## src/hdl/tlfq_pkg.sv

```systemverilog
// shared types, constants and codes for the two-level feedback queue scheduler
`default_nettype none

package tlfq_pkg;

    // sizing
    localparam int QUEUE_DEPTH  = 16;
    localparam int TASK_ID_BITS = 16;
    localparam int CNT_W        = $clog2(QUEUE_DEPTH + 1);
    localparam int QUANTUM_W    = 16;
    localparam int SLICE_W      = QUANTUM_W + 1;

    // reset value of the base quantum
    localparam logic [QUANTUM_W-1:0] QUANTUM_RESET = QUANTUM_W'(1000);

    // operation codes
    localparam logic [1:0] OP_ADMIT    = 2'd0;
    localparam logic [1:0] OP_RUNNING  = 2'd1;
    localparam logic [1:0] OP_FINISHED = 2'd2;

    // status codes
    localparam logic [1:0] ST_OK       = 2'd0;
    localparam logic [1:0] ST_FULL     = 2'd1;
    localparam logic [1:0] ST_NO_TASK  = 2'd2;

    // input item
    typedef struct packed {
        logic [1:0]              operation;
        logic [TASK_ID_BITS-1:0] task_id;
    } in_item_t;

    // result item
    typedef struct packed {
        logic                    dispatch_valid;
        logic [TASK_ID_BITS-1:0] dispatch_task;
        logic                    dispatch_level;
        logic [SLICE_W-1:0]      slice_length;
        logic [1:0]              status;
    } out_item_t;

    // queue request from the controller
    typedef struct packed {
        logic push;
        logic pop;
    } queue_ctrl_t;

    // per-cell control from the queue
    typedef struct packed {
        logic load;
        logic shift;
    } cell_ctrl_t;

endpackage

`default_nettype wire

```

## src/hdl/tlfq_cell.sv

```systemverilog
// one storage cell of a shifting queue chain
`default_nettype none

module tlfq_cell
    import tlfq_pkg::*;
(
    input  wire logic                    clk,
    input  wire cell_ctrl_t              ctrl,
    input  wire logic [TASK_ID_BITS-1:0] load_data,
    input  wire logic [TASK_ID_BITS-1:0] neighbor_data,
    output logic      [TASK_ID_BITS-1:0] data
);

    logic [TASK_ID_BITS-1:0] data_reg;
    logic [TASK_ID_BITS-1:0] data_next;

    // load wins over shift: a rotate writes the last live cell after the shift
    always_comb
    begin
        priority if (ctrl.load)
        begin
            data_next = load_data;
        end
        else if (ctrl.shift)
        begin
            data_next = neighbor_data;
        end
        else
        begin
            data_next = data_reg;
        end
    end

    always_ff @(posedge clk)
    begin
        data_reg <= data_next;
    end

    assign data = data_reg;

endmodule

`default_nettype wire

```

## src/hdl/tlfq_queue.sv

```systemverilog
// shifting queue: a chain of cells with the head always in cell zero
`default_nettype none

module tlfq_queue
    import tlfq_pkg::*;
(
    input  wire logic                    clk,
    input  wire logic                    rst_n,
    input  wire queue_ctrl_t             ctrl,
    input  wire logic [TASK_ID_BITS-1:0] push_data,
    output logic      [TASK_ID_BITS-1:0] head,
    output logic      [CNT_W-1:0]        count
);

    logic [CNT_W-1:0]        count_reg;
    logic [CNT_W-1:0]        count_next;
    logic [CNT_W-1:0]        load_pos;
    logic [TASK_ID_BITS-1:0] cell_data [QUEUE_DEPTH];

    // new entry lands just past the live cells, after any shift
    always_comb
    begin
        if (ctrl.pop)
        begin
            load_pos = count_reg - CNT_W'(1);
        end
        else
        begin
            load_pos = count_reg;
        end
    end

    // fill count
    always_comb
    begin
        count_next = count_reg;
        if (ctrl.push && !ctrl.pop)
        begin
            count_next = count_reg + CNT_W'(1);
        end
        else if (ctrl.pop && !ctrl.push)
        begin
            count_next = count_reg - CNT_W'(1);
        end
    end

    always_ff @(posedge clk or negedge rst_n)
    begin
        if (!rst_n)
        begin
            count_reg <= '0;
        end
        else
        begin
            count_reg <= count_next;
        end
    end

    // cell chain, each cell takes its right neighbor on a pop
    for (genvar i = 0; i < QUEUE_DEPTH; i++)
    begin : g_cell
        cell_ctrl_t              cc;
        logic [TASK_ID_BITS-1:0] nb;

        assign cc.load  = ctrl.push && (load_pos == CNT_W'(i));
        assign cc.shift = ctrl.pop;

        if (i == QUEUE_DEPTH - 1)
        begin : g_last
            assign nb = cell_data[i];
        end
        else
        begin : g_mid
            assign nb = cell_data[i + 1];
        end

        tlfq_cell u_cell (
            .clk           (clk),
            .ctrl          (cc),
            .load_data     (push_data),
            .neighbor_data (nb),
            .data          (cell_data[i])
        );
    end

    assign head  = cell_data[0];
    assign count = count_reg;

endmodule

`default_nettype wire

```

## src/hdl/two_level_feedback_queue_scheduler_unit.sv

```systemverilog
// top level of the two-level feedback queue scheduler
`default_nettype none

// Two-level feedback queue dispatcher. Each accepted item (admit, slice end
// with the task still running, slice end with the task finished, or an
// unused code, which moves nothing) updates the two queues in the cycle it is
// accepted, and its result is offered on the next cycle; with out_ready held
// high one item is taken every clock. in_ready drops only while a result waits
// to be taken. Both queues are chains of shifting cells with the head fixed in
// the first cell, so a pop, a push and a lower-queue rotation each finish in the
// accepting cycle; no reset sweep is needed. Dispatch fields come straight
// from the queue heads, fixed while a result waits, and the quantum register.
// base_quantum may be written only while the block is idle.

module two_level_feedback_queue_scheduler_unit
    import tlfq_pkg::*;
(
    input  wire logic                 clk,
    input  wire logic                 rst_n,
    input  wire logic                 in_valid,
    output logic                      in_ready,
    input  wire in_item_t             in_data,
    output logic                      out_valid,
    input  wire logic                 out_ready,
    output out_item_t                 out_data,
    input  wire logic                 cfg_we,
    input  wire logic [QUANTUM_W-1:0] cfg_data
);

    logic                    out_valid_reg;
    logic                    out_valid_next;
    logic [1:0]              status_reg;
    logic [1:0]              status_next;
    logic [QUANTUM_W-1:0]    quantum_reg;
    logic [QUANTUM_W-1:0]    quantum_next;

    logic                    accept;
    queue_ctrl_t             up_ctrl;
    queue_ctrl_t             lo_ctrl;
    logic [TASK_ID_BITS-1:0] up_head;
    logic [TASK_ID_BITS-1:0] lo_head;
    logic [CNT_W-1:0]        up_count;
    logic [CNT_W-1:0]        lo_count;
    logic [TASK_ID_BITS-1:0] lo_push_data;
    logic [CNT_W:0]          total;
    logic                    up_busy;
    logic                    lo_busy;

    assign in_ready = !out_valid_reg || out_ready;
    assign accept   = in_valid && in_ready;
    assign up_busy  = (up_count != '0);
    assign lo_busy  = (lo_count != '0);
    assign total    = {1'b0, up_count} + {1'b0, lo_count};

    // decode the item into queue moves
    always_comb
    begin
        up_ctrl      = '0;
        lo_ctrl      = '0;
        lo_push_data = up_head;
        status_next  = status_reg;
        if (accept)
        begin
            status_next = ST_OK;
            unique case (in_data.operation)
                OP_ADMIT:
                begin
                    if (total >= (CNT_W + 1)'(QUEUE_DEPTH))
                    begin
                        status_next = ST_FULL;
                    end
                    else
                    begin
                        up_ctrl.push = 1'b1;
                    end
                end
                OP_RUNNING, OP_FINISHED:
                begin
                    priority if (up_busy)
                    begin
                        // upper task leaves; demoted if still running
                        up_ctrl.pop  = 1'b1;
                        lo_ctrl.push = (in_data.operation == OP_RUNNING);
                        lo_push_data = up_head;
                    end
                    else if (lo_busy)
                    begin
                        // lower task leaves; rotates to the tail if running
                        lo_ctrl.pop  = 1'b1;
                        lo_ctrl.push = (in_data.operation == OP_RUNNING);
                        lo_push_data = lo_head;
                    end
                    else
                    begin
                        status_next = ST_NO_TASK;
                    end
                end
                default:
                begin
                    status_next = ST_OK;
                end
            endcase
        end
    end

    // result slot and quantum register
    always_comb
    begin
        out_valid_next = out_valid_reg;
        if (accept)
        begin
            out_valid_next = 1'b1;
        end
        else if (out_ready)
        begin
            out_valid_next = 1'b0;
        end
        quantum_next = cfg_we ? cfg_data : quantum_reg;
    end

    always_ff @(posedge clk or negedge rst_n)
    begin
        if (!rst_n)
        begin
            out_valid_reg <= 1'b0;
            status_reg    <= ST_OK;
            quantum_reg   <= QUANTUM_RESET;
        end
        else
        begin
            out_valid_reg <= out_valid_next;
            status_reg    <= status_next;
            quantum_reg   <= quantum_next;
        end
    end

    // upper queue
    tlfq_queue u_upper (
        .clk       (clk),
        .rst_n     (rst_n),
        .ctrl      (up_ctrl),
        .push_data (in_data.task_id),
        .head      (up_head),
        .count     (up_count)
    );

    // lower queue
    tlfq_queue u_lower (
        .clk       (clk),
        .rst_n     (rst_n),
        .ctrl      (lo_ctrl),
        .push_data (lo_push_data),
        .head      (lo_head),
        .count     (lo_count)
    );

    // next dispatch from the queue heads
    always_comb
    begin
        out_data        = '0;
        out_data.status = status_reg;
        priority if (up_busy)
        begin
            out_data.dispatch_valid = 1'b1;
            out_data.dispatch_task  = up_head;
            out_data.dispatch_level = 1'b0;
            out_data.slice_length   = {1'b0, quantum_reg};
        end
        else if (lo_busy)
        begin
            out_data.dispatch_valid = 1'b1;
            out_data.dispatch_task  = lo_head;
            out_data.dispatch_level = 1'b1;
            out_data.slice_length   = {quantum_reg, 1'b0};
        end
        else
        begin
            out_data.dispatch_valid = 1'b0;
        end
    end

    assign out_valid = out_valid_reg;

endmodule

`default_nettype wire

```

## config.mk

```make
export PLATFORM = sky130hd
export DESIGN_NAME = two_level_feedback_queue_scheduler_unit
export DESIGN_NICKNAME = d
export VERILOG_FILES = /design/src/hdl/tlfq_pkg.sv /design/src/hdl/tlfq_cell.sv /design/src/hdl/tlfq_queue.sv /design/src/hdl/two_level_feedback_queue_scheduler_unit.sv
export SDC_FILE = /design/constraint.sdc
export NUM_CORES = 1
export LEC_CHECK = 0
export ABC_AREA = 1
export BUFFER_PORTS_ARGS = -buffer_cell sky130_fd_sc_hd__buf_4
export CORE_ASPECT_RATIO = 0.7
export CORE_MARGIN = 4
export CORE_UTILIZATION = 40
export DETAILED_ROUTE_END_ITERATION = 10
export PLACE_DENSITY = 0.6
export SETUP_SLACK_MARGIN = 0.15
export SYNTH_ARGS = -nofsm -noshare
export SYNTH_HDL_FRONTEND = slang
export SYNTH_HIERARCHICAL = 1
export SYNTH_SLANG_ARGS = --single-unit
export TNS_END_PERCENT = 10
```

## constraint.sdc

```tcl
create_clock -name clk -period 4.4 [get_ports clk]
set_clock_uncertainty 0.15 [all_clocks]
set_input_delay 0.88 -clock clk [delete_from_list [all_inputs] [get_ports clk]]
set_output_delay 0.88 -clock clk [all_outputs]
set_load 0.01 [all_outputs]
```

==> qor.txt, run 1 <==
status = completed
DRC Markers = 0
routability-driven placement congestion ratio = 0.8790
YS warnings = 6
Met3 Routed Length = 6.169 mm
Worst setup EP type = output port
Cell Int Power = 9.458 mW
All-Layer GR Usage = 17.57%
leading area contributor after synthesis = edfxtp_1
total iterations of the first detailed-routing run = 5
Synth Cell Area = 0.02608 mm²
Rel. slew slack = 32.24%
hpwl dp = 41.74 mm
combinational power share = 14.9%
Crit-path slowest cell = dfrtp_1
Max VDD drop = 0.3681 mV
wirelength, routed = 61.15 mm
Area contributors post-synth = edfxtp_1 59%, nand2_1 22%, nand2_2 4.2%, buf_6 2.9%, buf_12 2.5%
Post-CTS Resized = 0
Syn Inst Count = 2646
final hold violation count = 0
post-synthesis area per instance = 9.855 µm²
WL/cell = 16.74 µm
RSZ-0062 raised after global routing = no
Die Area = 0.06941 mm²
setup bufs post-CTS = 0
share of layout cells above drive strength 1 = 16.15%
Seq pwr share = 49.3%
routed vias/inst = 4.842
Max Buffers Root-to-Sink = 3
Critical Path Fanout Max = 19
critical path arrival = 2.92 ns
Max Freq = 0.2531 GHz
worst hold path class = in -> async
Synth cell types = 28
Root Driver = clkbuf_16
Die Width = 313.2 µm
DR iter-0 viols = 1797
switching part of the total power = 27.27%
Setup TNS = 0 ns
max cap viols = 0
total number of placement rows = 78
period utilization = 89.80%
sequential-to-total area share from yosys stat = 61.77%
Pwr Density = 455.1 mW/mm²
TritonCTS Sinks = 541
GRT overflow = 0
TritonCTS clock tree = built
die height = 221.6 µm
n_diodes = 0
Pleak = 12.13 nW
Routed Antenna Nets = 0
P_sw = 3.546 mW
vias in the first global route = 16.97k
global-route wire length before repair = 97.17 mm
commonest non-fill, non-tap cells in the layout = 1540 x nand2_1, 512 x edfxtp_1, 175 x nand2_2
Clock Power Share = 35.7%
CP dominant cell by count = nand2_1
Synthesized Nets = 2698
uppermost layer routed = met4
Clk pin slew, worst setup/hold paths = 0.07 ns
H-tree depth reported by CTS = 2
flops & latches, synth = 541
most common cell after layout, fill and taps aside = nand2_1
CP required = 3.37 ns
# IOs = 78
Slew Viols, Final = 0
critical path cell sequence = nor2_1 > nand2_1 > nand2_2 > inv_2 > nand2_1 > nand2_1 > buf_4
Core Region = 0.06470 mm²
Num CTS Buffers = 54
met2 wire len = 23.92 mm
share of the synthesized area in the top cell type = 58.96%
Worst Tran Pin Value = 1.014 ns
largest net degree at the start of global routing = 33
I/O Buffers = 77
initial core utilization = 40.30%
wl on met1 = 29.96 mm
Hold Buf Count CTS = 0
Final setup viols = 0
critical path class = reg -> out
worst-skew pair later-pin latency = 0.60 ns
NumNets Final = 2782
antenna violations before repair = 0
hold_ws = 0.05168 ns
crit start category = register
crit-path max cell delay = 0.62 ns
via count = 17.69k
fin crit period = 3.951 ns
Area Growth Syn to Fin = 9.572%
[worst paths after layout]
path	from	to	slack (ns)	cells past startpoint
min	rst_n	status_reg[1]$_DFFE_PN0P_	0.05	1
max	u_lower/count[2]$_DFFE_PN0P_	out_data[22]	0.45	7
max in group asynchronous	rst_n	quantum_reg[9]$_DFFE_PN1P_	3.72	1
min reg2reg	status_reg[0]$_DFFE_PN0P_	status_reg[0]$_DFFE_PN0P_	0.33	2
min in group clk	status_reg[0]$_DFFE_PN0P_	status_reg[0]$_DFFE_PN0P_	0.33	2
max reg2reg	u_upper/count[2]$_DFFE_PN0P_	u_lower/g_cell[15].u_cell/data[10]$_DFFE_PP_	0.85	13
[area by class of cell]
| type | count | area, µm² |
|---|---|---|
| clock buffer | 64 | 1453 |
| clock inverter | 36 | 330.3 |
| fill | 6088 | 36130 |
| inverter | 81 | 464.2 |
| multi-input combinational | 1914 | 8069 |
| sequential | 541 | 16110 |
| tap | 880 | 1101 |
| timing repair buffer | 138 | 1049 |
[cells in the mapped netlist]
library cell  number
clkbuf_1           7
o21ai_0           22
or2_1             33
o21ai_1            2
buf_12            32
nand2_2          175
inv_1             41
xor2_1             4
dfstp_2            6
nor3_1             3
ha_1              13
nand3_2            3
nand3_1           18
xnor2_1            4
nand4_1           20
buf_2              4
nor2_2             5
o21ai_2            2
nor2_1            52
inv_6             32
inv_2              8
o21bai_1           2
edfxtp_1         512
dfrtp_1           23
buf_6             67
nor3_4             1
nand2_1         1540
o22ai_1           15
[power by group through the flow]
stage	Combinational [mW]	Clock (mW)	Sequential, mW
floorplan	1.26	0	6.41
global placement	1.88	0	6.52
detailed placement	1.93	0	6.52
CTS	1.93	4.76	6.41
global route	2.17	4.98	6.45
finish	1.94	4.65	6.42
[cells by family after synthesis]
family | after synthesis | synth area share, %
AOI/OAI and AO/OA | 43 | 0.9452
DFF | 541 | 61.77
adders and majority gates | 13 | 0.6238
xor gates and xnor gates | 8 | 0.2687
buffers and inverters | 191 | 7.307
and+or+nand+nor | 1850 | 29.09
[critical path: cells and delay by family, from the launching register on]
kind,cells,cell delay [ns]
buf+inv,2,0.49
flops,1,0.62
simple gates,5,1.22
[through the flow]
step	util [%]	area [µm²]	instances	power (mW)	setup WS, ns
4_1_cts	44.16	28570	3654	13.11	0.5103
3_3_place_gp	41.40	26790	3554	8.394	0.6494
6_report	44.16	28570	3654	13.00	0.4487
3_5_place_dp	41.40	26790	3554	8.443	0.5903
5_1_grt	44.16	28570	3654	13.60	0.2617
2_1_floorplan	-	26080	2646	7.669	0.4082
[routing by layer]
layer / track usage [%] / vias up
li1: - / 8663
met1: 27.62 / 8297
met3: 4.952 / 81
met5: 0 / -
met2: 23.70 / 652
met4: 4.182 / 0
(Power assumes the default switching activity.)
==> inputs of run 2 (changes only) <==
--- a/config.mk
+++ b/config.mk
@@ -12,7 +12,9 @@
 export CORE_UTILIZATION = 40
 export DETAILED_ROUTE_END_ITERATION = 10
 export PLACE_DENSITY = 0.6
+export RECOVER_POWER = 25
 export SETUP_SLACK_MARGIN = 0.15
+export SKIP_CTS_REPAIR_TIMING = 1
 export SYNTH_ARGS = -nofsm -noshare
 export SYNTH_HDL_FRONTEND = slang
 export SYNTH_HIERARCHICAL = 1
==> run 2 against run 1 <==
The run now ends with max-capacitance violations, max-slew violations left; critical path depth grew 5; maximum frequency is 0.71% lower; die area did not move; register-to-register slack worse by 0.43 ns; largest cell class unchanged.
==> qor.txt, run 2 (synthesis gave the netlist of run 1 again) <==
worst-skew pair later-pin latency = 0.60 ns (about the same)
fin crit period = 3.980 ns (+0.02835 ns)
routed vias/inst = 4.849 (+0.14%)
NumNets Final = 2782 (unchanged)
Post-Route Utilization = 43.86% (-0.30 points)
WL/cell = 16.73 µm (about the same)
All-Layer GR Usage = 17.57% (unchanged)
DR iter-0 viols = 1743 (-3.0%)
Die Area = 0.06941 mm² (unchanged)
Finished Layout Cells = 3654 (unchanged)
I/O Buffers = 77 (unchanged)
worst hold path class = reg -> reg
status = finished with violations
global-route wire length before repair = 97.17 mm (unchanged)
# IOs = 78 (unchanged)
critical path class = reg -> reg
initial core utilization = 40.30% (unchanged)
commonest non-fill, non-tap cells in the layout = 1584 x nand2_1, 512 x edfxtp_1, 131 x nand2_2
final hold violation count = 0 (unchanged)
TritonCTS Sinks = 541 (unchanged)
routability-driven placement congestion ratio = 0.8790 (unchanged)
hold path depth = 2
RSZ-0062 raised after global routing = no
TritonCTS clock tree = built
die height = 221.6 µm (unchanged)
Max Freq = 0.2513 GHz (-0.71%)
Critical Path Fanout Max = 19 (unchanged)
max cap viols = 1 (+1)
Worst setup EP type = register
Final setup viols = 0 (unchanged)
total iterations of the first detailed-routing run = 5 (unchanged)
total number of placement rows = 78 (unchanged)
hpwl dp = 41.74 mm (unchanged)
Routed Antenna Nets = 0 (unchanged)
Rel. slew slack = -7.186% (-39 points)
pre-CTS WS = 0.5903 ns (unchanged)
Pleak = 12.08 nW (-0.41%)
H-tree depth reported by CTS = 2 (unchanged)
Die Width = 313.2 µm (unchanged)
Max Buffers Root-to-Sink = 3 (unchanged)
crit start category = register
Core Region = 0.06470 mm² (unchanged)
vias in the first global route = 16.97k (unchanged)
DRC Markers = 0 (unchanged)
most common cell after layout, fill and taps aside = nand2_1
n_diodes = 0 (unchanged)
largest net degree at the start of global routing = 33 (unchanged)
period utilization = 90.45% (+0.64 points)
GRT overflow = 0 (unchanged)
Num CTS Buffers = 54 (unchanged)
share of layout cells above drive strength 1 = 14.06% (-2.1 points)
wirelength, routed = 61.13 mm (about the same)
Slew Viols, Final = 30 (+30)
Worst Tran Pin Value = 1.608 ns (+0.5938 ns)
Max VDD drop = 0.3656 mV (-0.67%)
critical path arrival = 4.05 ns (+1.13 ns)
worst r2r path cells = 12 (-1)
Clk pin slew, worst setup/hold paths = 0.06 ns (about the same)
CP required = 4.47 ns (+1.10 ns)
Area Growth Syn to Fin = 8.824%
antenna violations before repair = 0 (unchanged)
via count = 17.72k (+0.14%)
Root Driver = clkbuf_16
Setup WS post-layout = 0.4203 ns (-0.02835 ns)
Setup TNS = 0 ns (unchanged)
Pwr Total = 12.97 mW (-0.29%)
dpl cells = 3554 (unchanged)
failing checks = max-capacitance violations, max-slew violations
Pwr Density = 456.9 mW/mm² (+0.39%)
==> run 2: layer usage <==
layer	wire (µm)	track usage, %	vias up
li1	-	-	8660
met1	29820	27.62	8305
met2	23900	23.70	675
met3	6331	4.952	77
met4	1081	4.182	0
met5	0	0	-
==> run 2: stage by stage <==
step / hold WS [ns] / cell area [µm²]
floorplan: 0.3304 / 26080
global placement: 0.3195 / 26790
detailed placement: 0.3237 / 26790
CTS: 0.02620 / 28570
global route: 0.3482 / 28380
finish: 0.3304 / 28380
==> run 2: final cells by class <==
| cell class | count | area, µm² |
|---|---|---|
| fillers | 6138 | 36330 |
| flip-flops and latches | 541 | 16110 |
| multi-input cells | 1914 | 7938 |
| clock buffers | 64 | 1453 |
| well taps | 880 | 1101 |
| repair buffers | 138 | 984.7 |
| inverters | 81 | 464.2 |
| clock inverters | 36 | 330.3 |
==> run 2: critical path, stage by stage (launching register included) <==
cell and delay, ns:
dfrtp_1 0.61, or2_1 0.18, nor3_1 0.06, buf_4 0.22, inv_1 0.42, nor2_1 0.20
nor2_1 0.36, nand3_2 0.14, nor2_1 0.15, nand2_2 0.11, nor2_1 0.13, or2_1 0.12
clkbuf_1 0.74
==> run 2: path summary, 6_finish.rpt <==
kind	from	slack (ns)	to
worst min-delay path	status_reg[0]$_DFFE_PN0P_	0.33	status_reg[0]$_DFFE_PN0P_
max in group asynchronous	rst_n	2.63	u_lower/count[0]$_DFFE_PN0P_
min in group asynchronous	rst_n	0.53	status_reg[1]$_DFFE_PN0P_
worst max register to register	u_upper/count[2]$_DFFE_PN0P_	0.42	u_lower/g_cell[11].u_cell/data[10]$_DFFE_PP_
worst min register to register	status_reg[0]$_DFFE_PN0P_	0.33	status_reg[0]$_DFFE_PN0P_
worst max-delay path	u_upper/count[2]$_DFFE_PN0P_	0.42	u_lower/g_cell[11].u_cell/data[10]$_DFFE_PP_
==> run 2: where the power goes <==
group / switching, mW / internal, mW
registers: 0.249 / 6.16
clock network: 1.95 / 2.70
logic: 1.33 / 0.581
total: 3.53 / 9.44
==> inputs of run 3 (changes only) <==
--- a/config.mk
+++ b/config.mk
@@ -5,7 +5,6 @@
 export SDC_FILE = /design/constraint.sdc
 export NUM_CORES = 1
 export LEC_CHECK = 0
-export ABC_AREA = 1
 export BUFFER_PORTS_ARGS = -buffer_cell sky130_fd_sc_hd__buf_4
 export CORE_ASPECT_RATIO = 0.7
 export CORE_MARGIN = 4
@@ -19,4 +18,4 @@
 export SYNTH_HDL_FRONTEND = slang
 export SYNTH_HIERARCHICAL = 1
 export SYNTH_SLANG_ARGS = --single-unit
-export TNS_END_PERCENT = 10
+export TNS_END_PERCENT = 1
==> run 3 against run 2 <==
The flow still finishes with violations (max-capacitance violations, max-slew violations); die area rose by 0.23%; setup slack got worse by 0.12 ns; maximum frequency fell by 3.0%; register-to-register slack got worse by 0.12 ns; sequential share of layout area fell by 0.33 points; worst hold slack improved by 0.010 ns; via count fell by 29%; non-clock buffer count rose by 11; clock-buffer cell count rose by 5; cell count fell by 33%; critical path type unchanged; largest cell class unchanged.
==> qor.txt, run 3 <==
status = finished with violations
failing checks = max-capacitance violations, max-slew violations
All-Layer GR Usage = 14.46% (-3.1 points)
period utilization = 93.23% (+2.8 points)
Worst Tran Pin Value = 1.652 ns (+0.04399 ns)
Finished Layout Cells = 2448 (-33%)
routability-driven placement congestion ratio = 0.8068 (-8.2%)
Max Freq = 0.2438 GHz (-3.0%)
dpl cells = 2351 (-34%)
cell area after layout = 0.02854 mm² (+0.58%)
most common cell after layout, fill and taps aside = edfxtp_1
commonest non-fill, non-tap cells in the layout = 512 x edfxtp_1, 249 x mux2_2, 202 x mux2_4
Crit-path slowest cell = or4_1
Buf/Inv on CP = 3 (unchanged)
critical path cell sequence = or4_1 > a211oi_4 > nand2_4 > inv_1 > and4bb_1 > mux2_4 > nor4_1 > clkbuf_1 > buf_4 > mux2_2
wirelength, routed = 51.39 mm (-16%)
Max Buffers Root-to-Sink = 3 (unchanged)
TritonCTS Sinks = 541 (unchanged)
fin crit period = 4.102 ns (+0.1225 ns)
Main synth FF type = edfxtp_1
total iterations of the first detailed-routing run = 5 (unchanged)
hpwl dp = 35.27 mm (-16%)
share of the synthesized area in the top cell type = 58.82% (-0.14 points)
ys async rst share = 5.360% (unchanged)
hold_ws = 0.3406 ns (+0.01021 ns)
most frequent cell after synthesis = edfxtp_1
die height = 221.9 µm (+0.11%)
Slew Viols, Final = 30 (unchanged)
Synth Cell Area = 0.02614 mm² (+0.24%)
via count = 12.52k (-29%)
Area Growth Syn to Fin = 9.200%
critical path arrival = 4.31 ns (+0.26 ns)
initial core utilization = 40.40% (+0.095 points)
Pwr Total = 12.13 mW (-6.4%)
I/O Buffers = 77 (unchanged)
NumNets Final = 1579 (-43%)
antenna violations before repair = 0 (unchanged)
Num CTS Buffers = 54 (unchanged)
Final setup viols = 0 (unchanged)
crit-path max cell delay = 0.68 ns (-0.06 ns)
Pwr Density = 425.1 mW/mm² (-7.0%)
register area = 0.01611 mm² (unchanged)
Syn Inst Count = 1408 (-47%)
Synthesized Nets = 1460 (-46%)
Fillers = 5651 (-7.9%)
CP required = 4.61 ns (+0.14 ns)
Die Width = 313.5 µm (+0.11%)
DRC Markers = 0 (unchanged)
DR iter-0 viols = 1019 (-42%)
global-route wire length before repair = 78.73 mm (-19%)
Post-synth EDFFs = 512 (unchanged)
# IOs = 78 (unchanged)
Routed Antenna Nets = 0 (unchanged)
Synth cell types = 49 (+75%)
TritonCTS clock tree = built
area of the multi-input gates = 0.008698 mm² (+9.6%)
Top Family by Delay on Critical Path = simple AND/OR/NAND/NOR gates
YS warnings = 6 (unchanged)
Setup TNS = 0 ns (unchanged)
Area contributors post-synth = edfxtp_1 59%, mux2_4 17%, mux2_2 11%, buf_12 2.5%, dfrtp_1 2.2%
routed vias/inst = 5.115 (+5.5%)
Clk pin slew, worst setup/hold paths = 0.06 ns (about the same)
Worst setup EP type = register
critical path class = reg -> reg
Max VDD drop = 0.3959 mV (+8.3%)
leading area contributor after synthesis = edfxtp_1
flops & latches, synth = 541 (unchanged)
max cap viols = 1 (unchanged)
Rel. slew slack = -10.12% (-2.9 points)
Die Area = 0.06957 mm² (+0.23%)
sequential-to-total area share from yosys stat = 61.62% (-0.14 points)
Critical Path Fanout Max = 16 (-3)
H-tree depth reported by CTS = 2 (unchanged)
pre-CTS WS = 0.2548 ns (-0.3356 ns)
worst hold path class = reg -> reg
crit start category = register
RSZ-0062 raised after global routing = yes
n_diodes = 0 (unchanged)
GRT overflow = 0 (unchanged)
final hold violation count = 0 (unchanged)
Core Region = 0.06470 mm² (unchanged)
total number of placement rows = 78 (unchanged)
worst-skew pair later-pin latency = 0.61 ns (about the same)
Root Driver = clkbuf_16
share of layout cells above drive strength 1 = 42.60% (+29 points)
largest net degree at the start of global routing = 34 (+3.0%)
Setup WS post-layout = 0.2979 ns (-0.1225 ns)
Post-Route Utilization = 44.11% (+0.26 points)
most frequent cells after synthesis = 512 x edfxtp_1, 290 x mux2_4, 247 x mux2_2, 35 x buf_6
post-synthesis area per instance = 18.56 µm² (+88%)
Pleak = 9.727 nW (-19%)
WL/cell = 20.99 µm (+25%)
Placement Cell Area = 0.02755 mm² (+2.8%)
vias in the first global route = 12.80k (-25%)
==> run 3: changes by cell type after synthesis, moves of 16 or more <==
| cell | delta |
|---|---|
| inv_6 | -32 |
| inv_1 | -28 |
| mux2_2 | +247 |
| nor4_1 | +16 |
| a22o_1 | +31 |
| mux2_4 | +290 |
| nand2_1 | -1531 |
| nor2_1 | -43 |
| buf_6 | -32 |
| nand3_1 | -17 |
| a211oi_1 | +20 |
| o21ai_0 | -16 |
| nand2_2 | -175 |
==> run 3: tightest hold or removal path, delay by kind of cell, from the launching register on <==
family / cells / cell delay, ns
DFF: 1 / 0.35
and+or+nand+nor: 1 / 0.05
AOI/OAI and AO/OA: 1 / 0.06
==> run 3: cell families (layout without fill, tap and decap cells) <==
family,count (synthesis),count (layout),share of synthesized area [%]
buffers and inverters,99,259,4.437
and+or+nand+nor,111,111,2.719
AOI/OAI and AO/OA,86,86,2.499
muxes,548,548,27.76
DFF,541,541,61.62
adders and majority gates,13,13,0.6223
xor gates and xnor gates,10,10,0.3351
==> run 3: final timing paths <==
kind                                              startpoint                                           to  slack (ns)  depth (start not counted)
max in group asynchronous                              rst_n                  quantum_reg[10]$_DFFE_PN0P_        2.60                          1
worst min-delay path               status_reg[1]$_DFFE_PN0P_                    status_reg[1]$_DFFE_PN0P_        0.34                          2
worst max-delay path            u_upper/count[1]$_DFFE_PN0P_  u_lower/g_cell[5].u_cell/data[13]$_DFFE_PP_        0.30                         10
worst min register to register     status_reg[1]$_DFFE_PN0P_                    status_reg[1]$_DFFE_PN0P_        0.34                          2
min in group asynchronous                              rst_n                 u_lower/count[3]$_DFFE_PN0P_        0.54                          1
worst max register to register  u_upper/count[1]$_DFFE_PN0P_  u_lower/g_cell[5].u_cell/data[13]$_DFFE_PP_        0.30                         10
==> run 3: report_power, final <==
part / leakage, nW / internal [mW] / switching [mW]
clock network: 0.768 / 2.26 / 1.91
registers: 5.01 / 6.03 / 0.179
logic: 3.95 / 0.680 / 1.07
total: 9.73 / 8.97 / 3.17
==> run 3: routing by layer <==
layer	part of all wire, %	up-vias	track usage, %
met2	41	307	20.22
met4	1.8	0	3.589
met1	52	6369	22.77
met5	0	-	0
li1	-	5768	-
met3	5.7	77	2.990
==> run 3: cell type report <==
| class | count | area share (%) |
|---|---|---|
| Clock buffer | 69 | 4.931 |
| Clock inverter | 28 | 0.5611 |
| Inverter | 13 | 0.1710 |
| Multi-Input combinational cell | 768 | 30.47 |
| Sequential cell | 541 | 56.43 |
| Tap cell | 880 | 3.857 |
| Timing Repair Buffer | 149 | 3.573 |
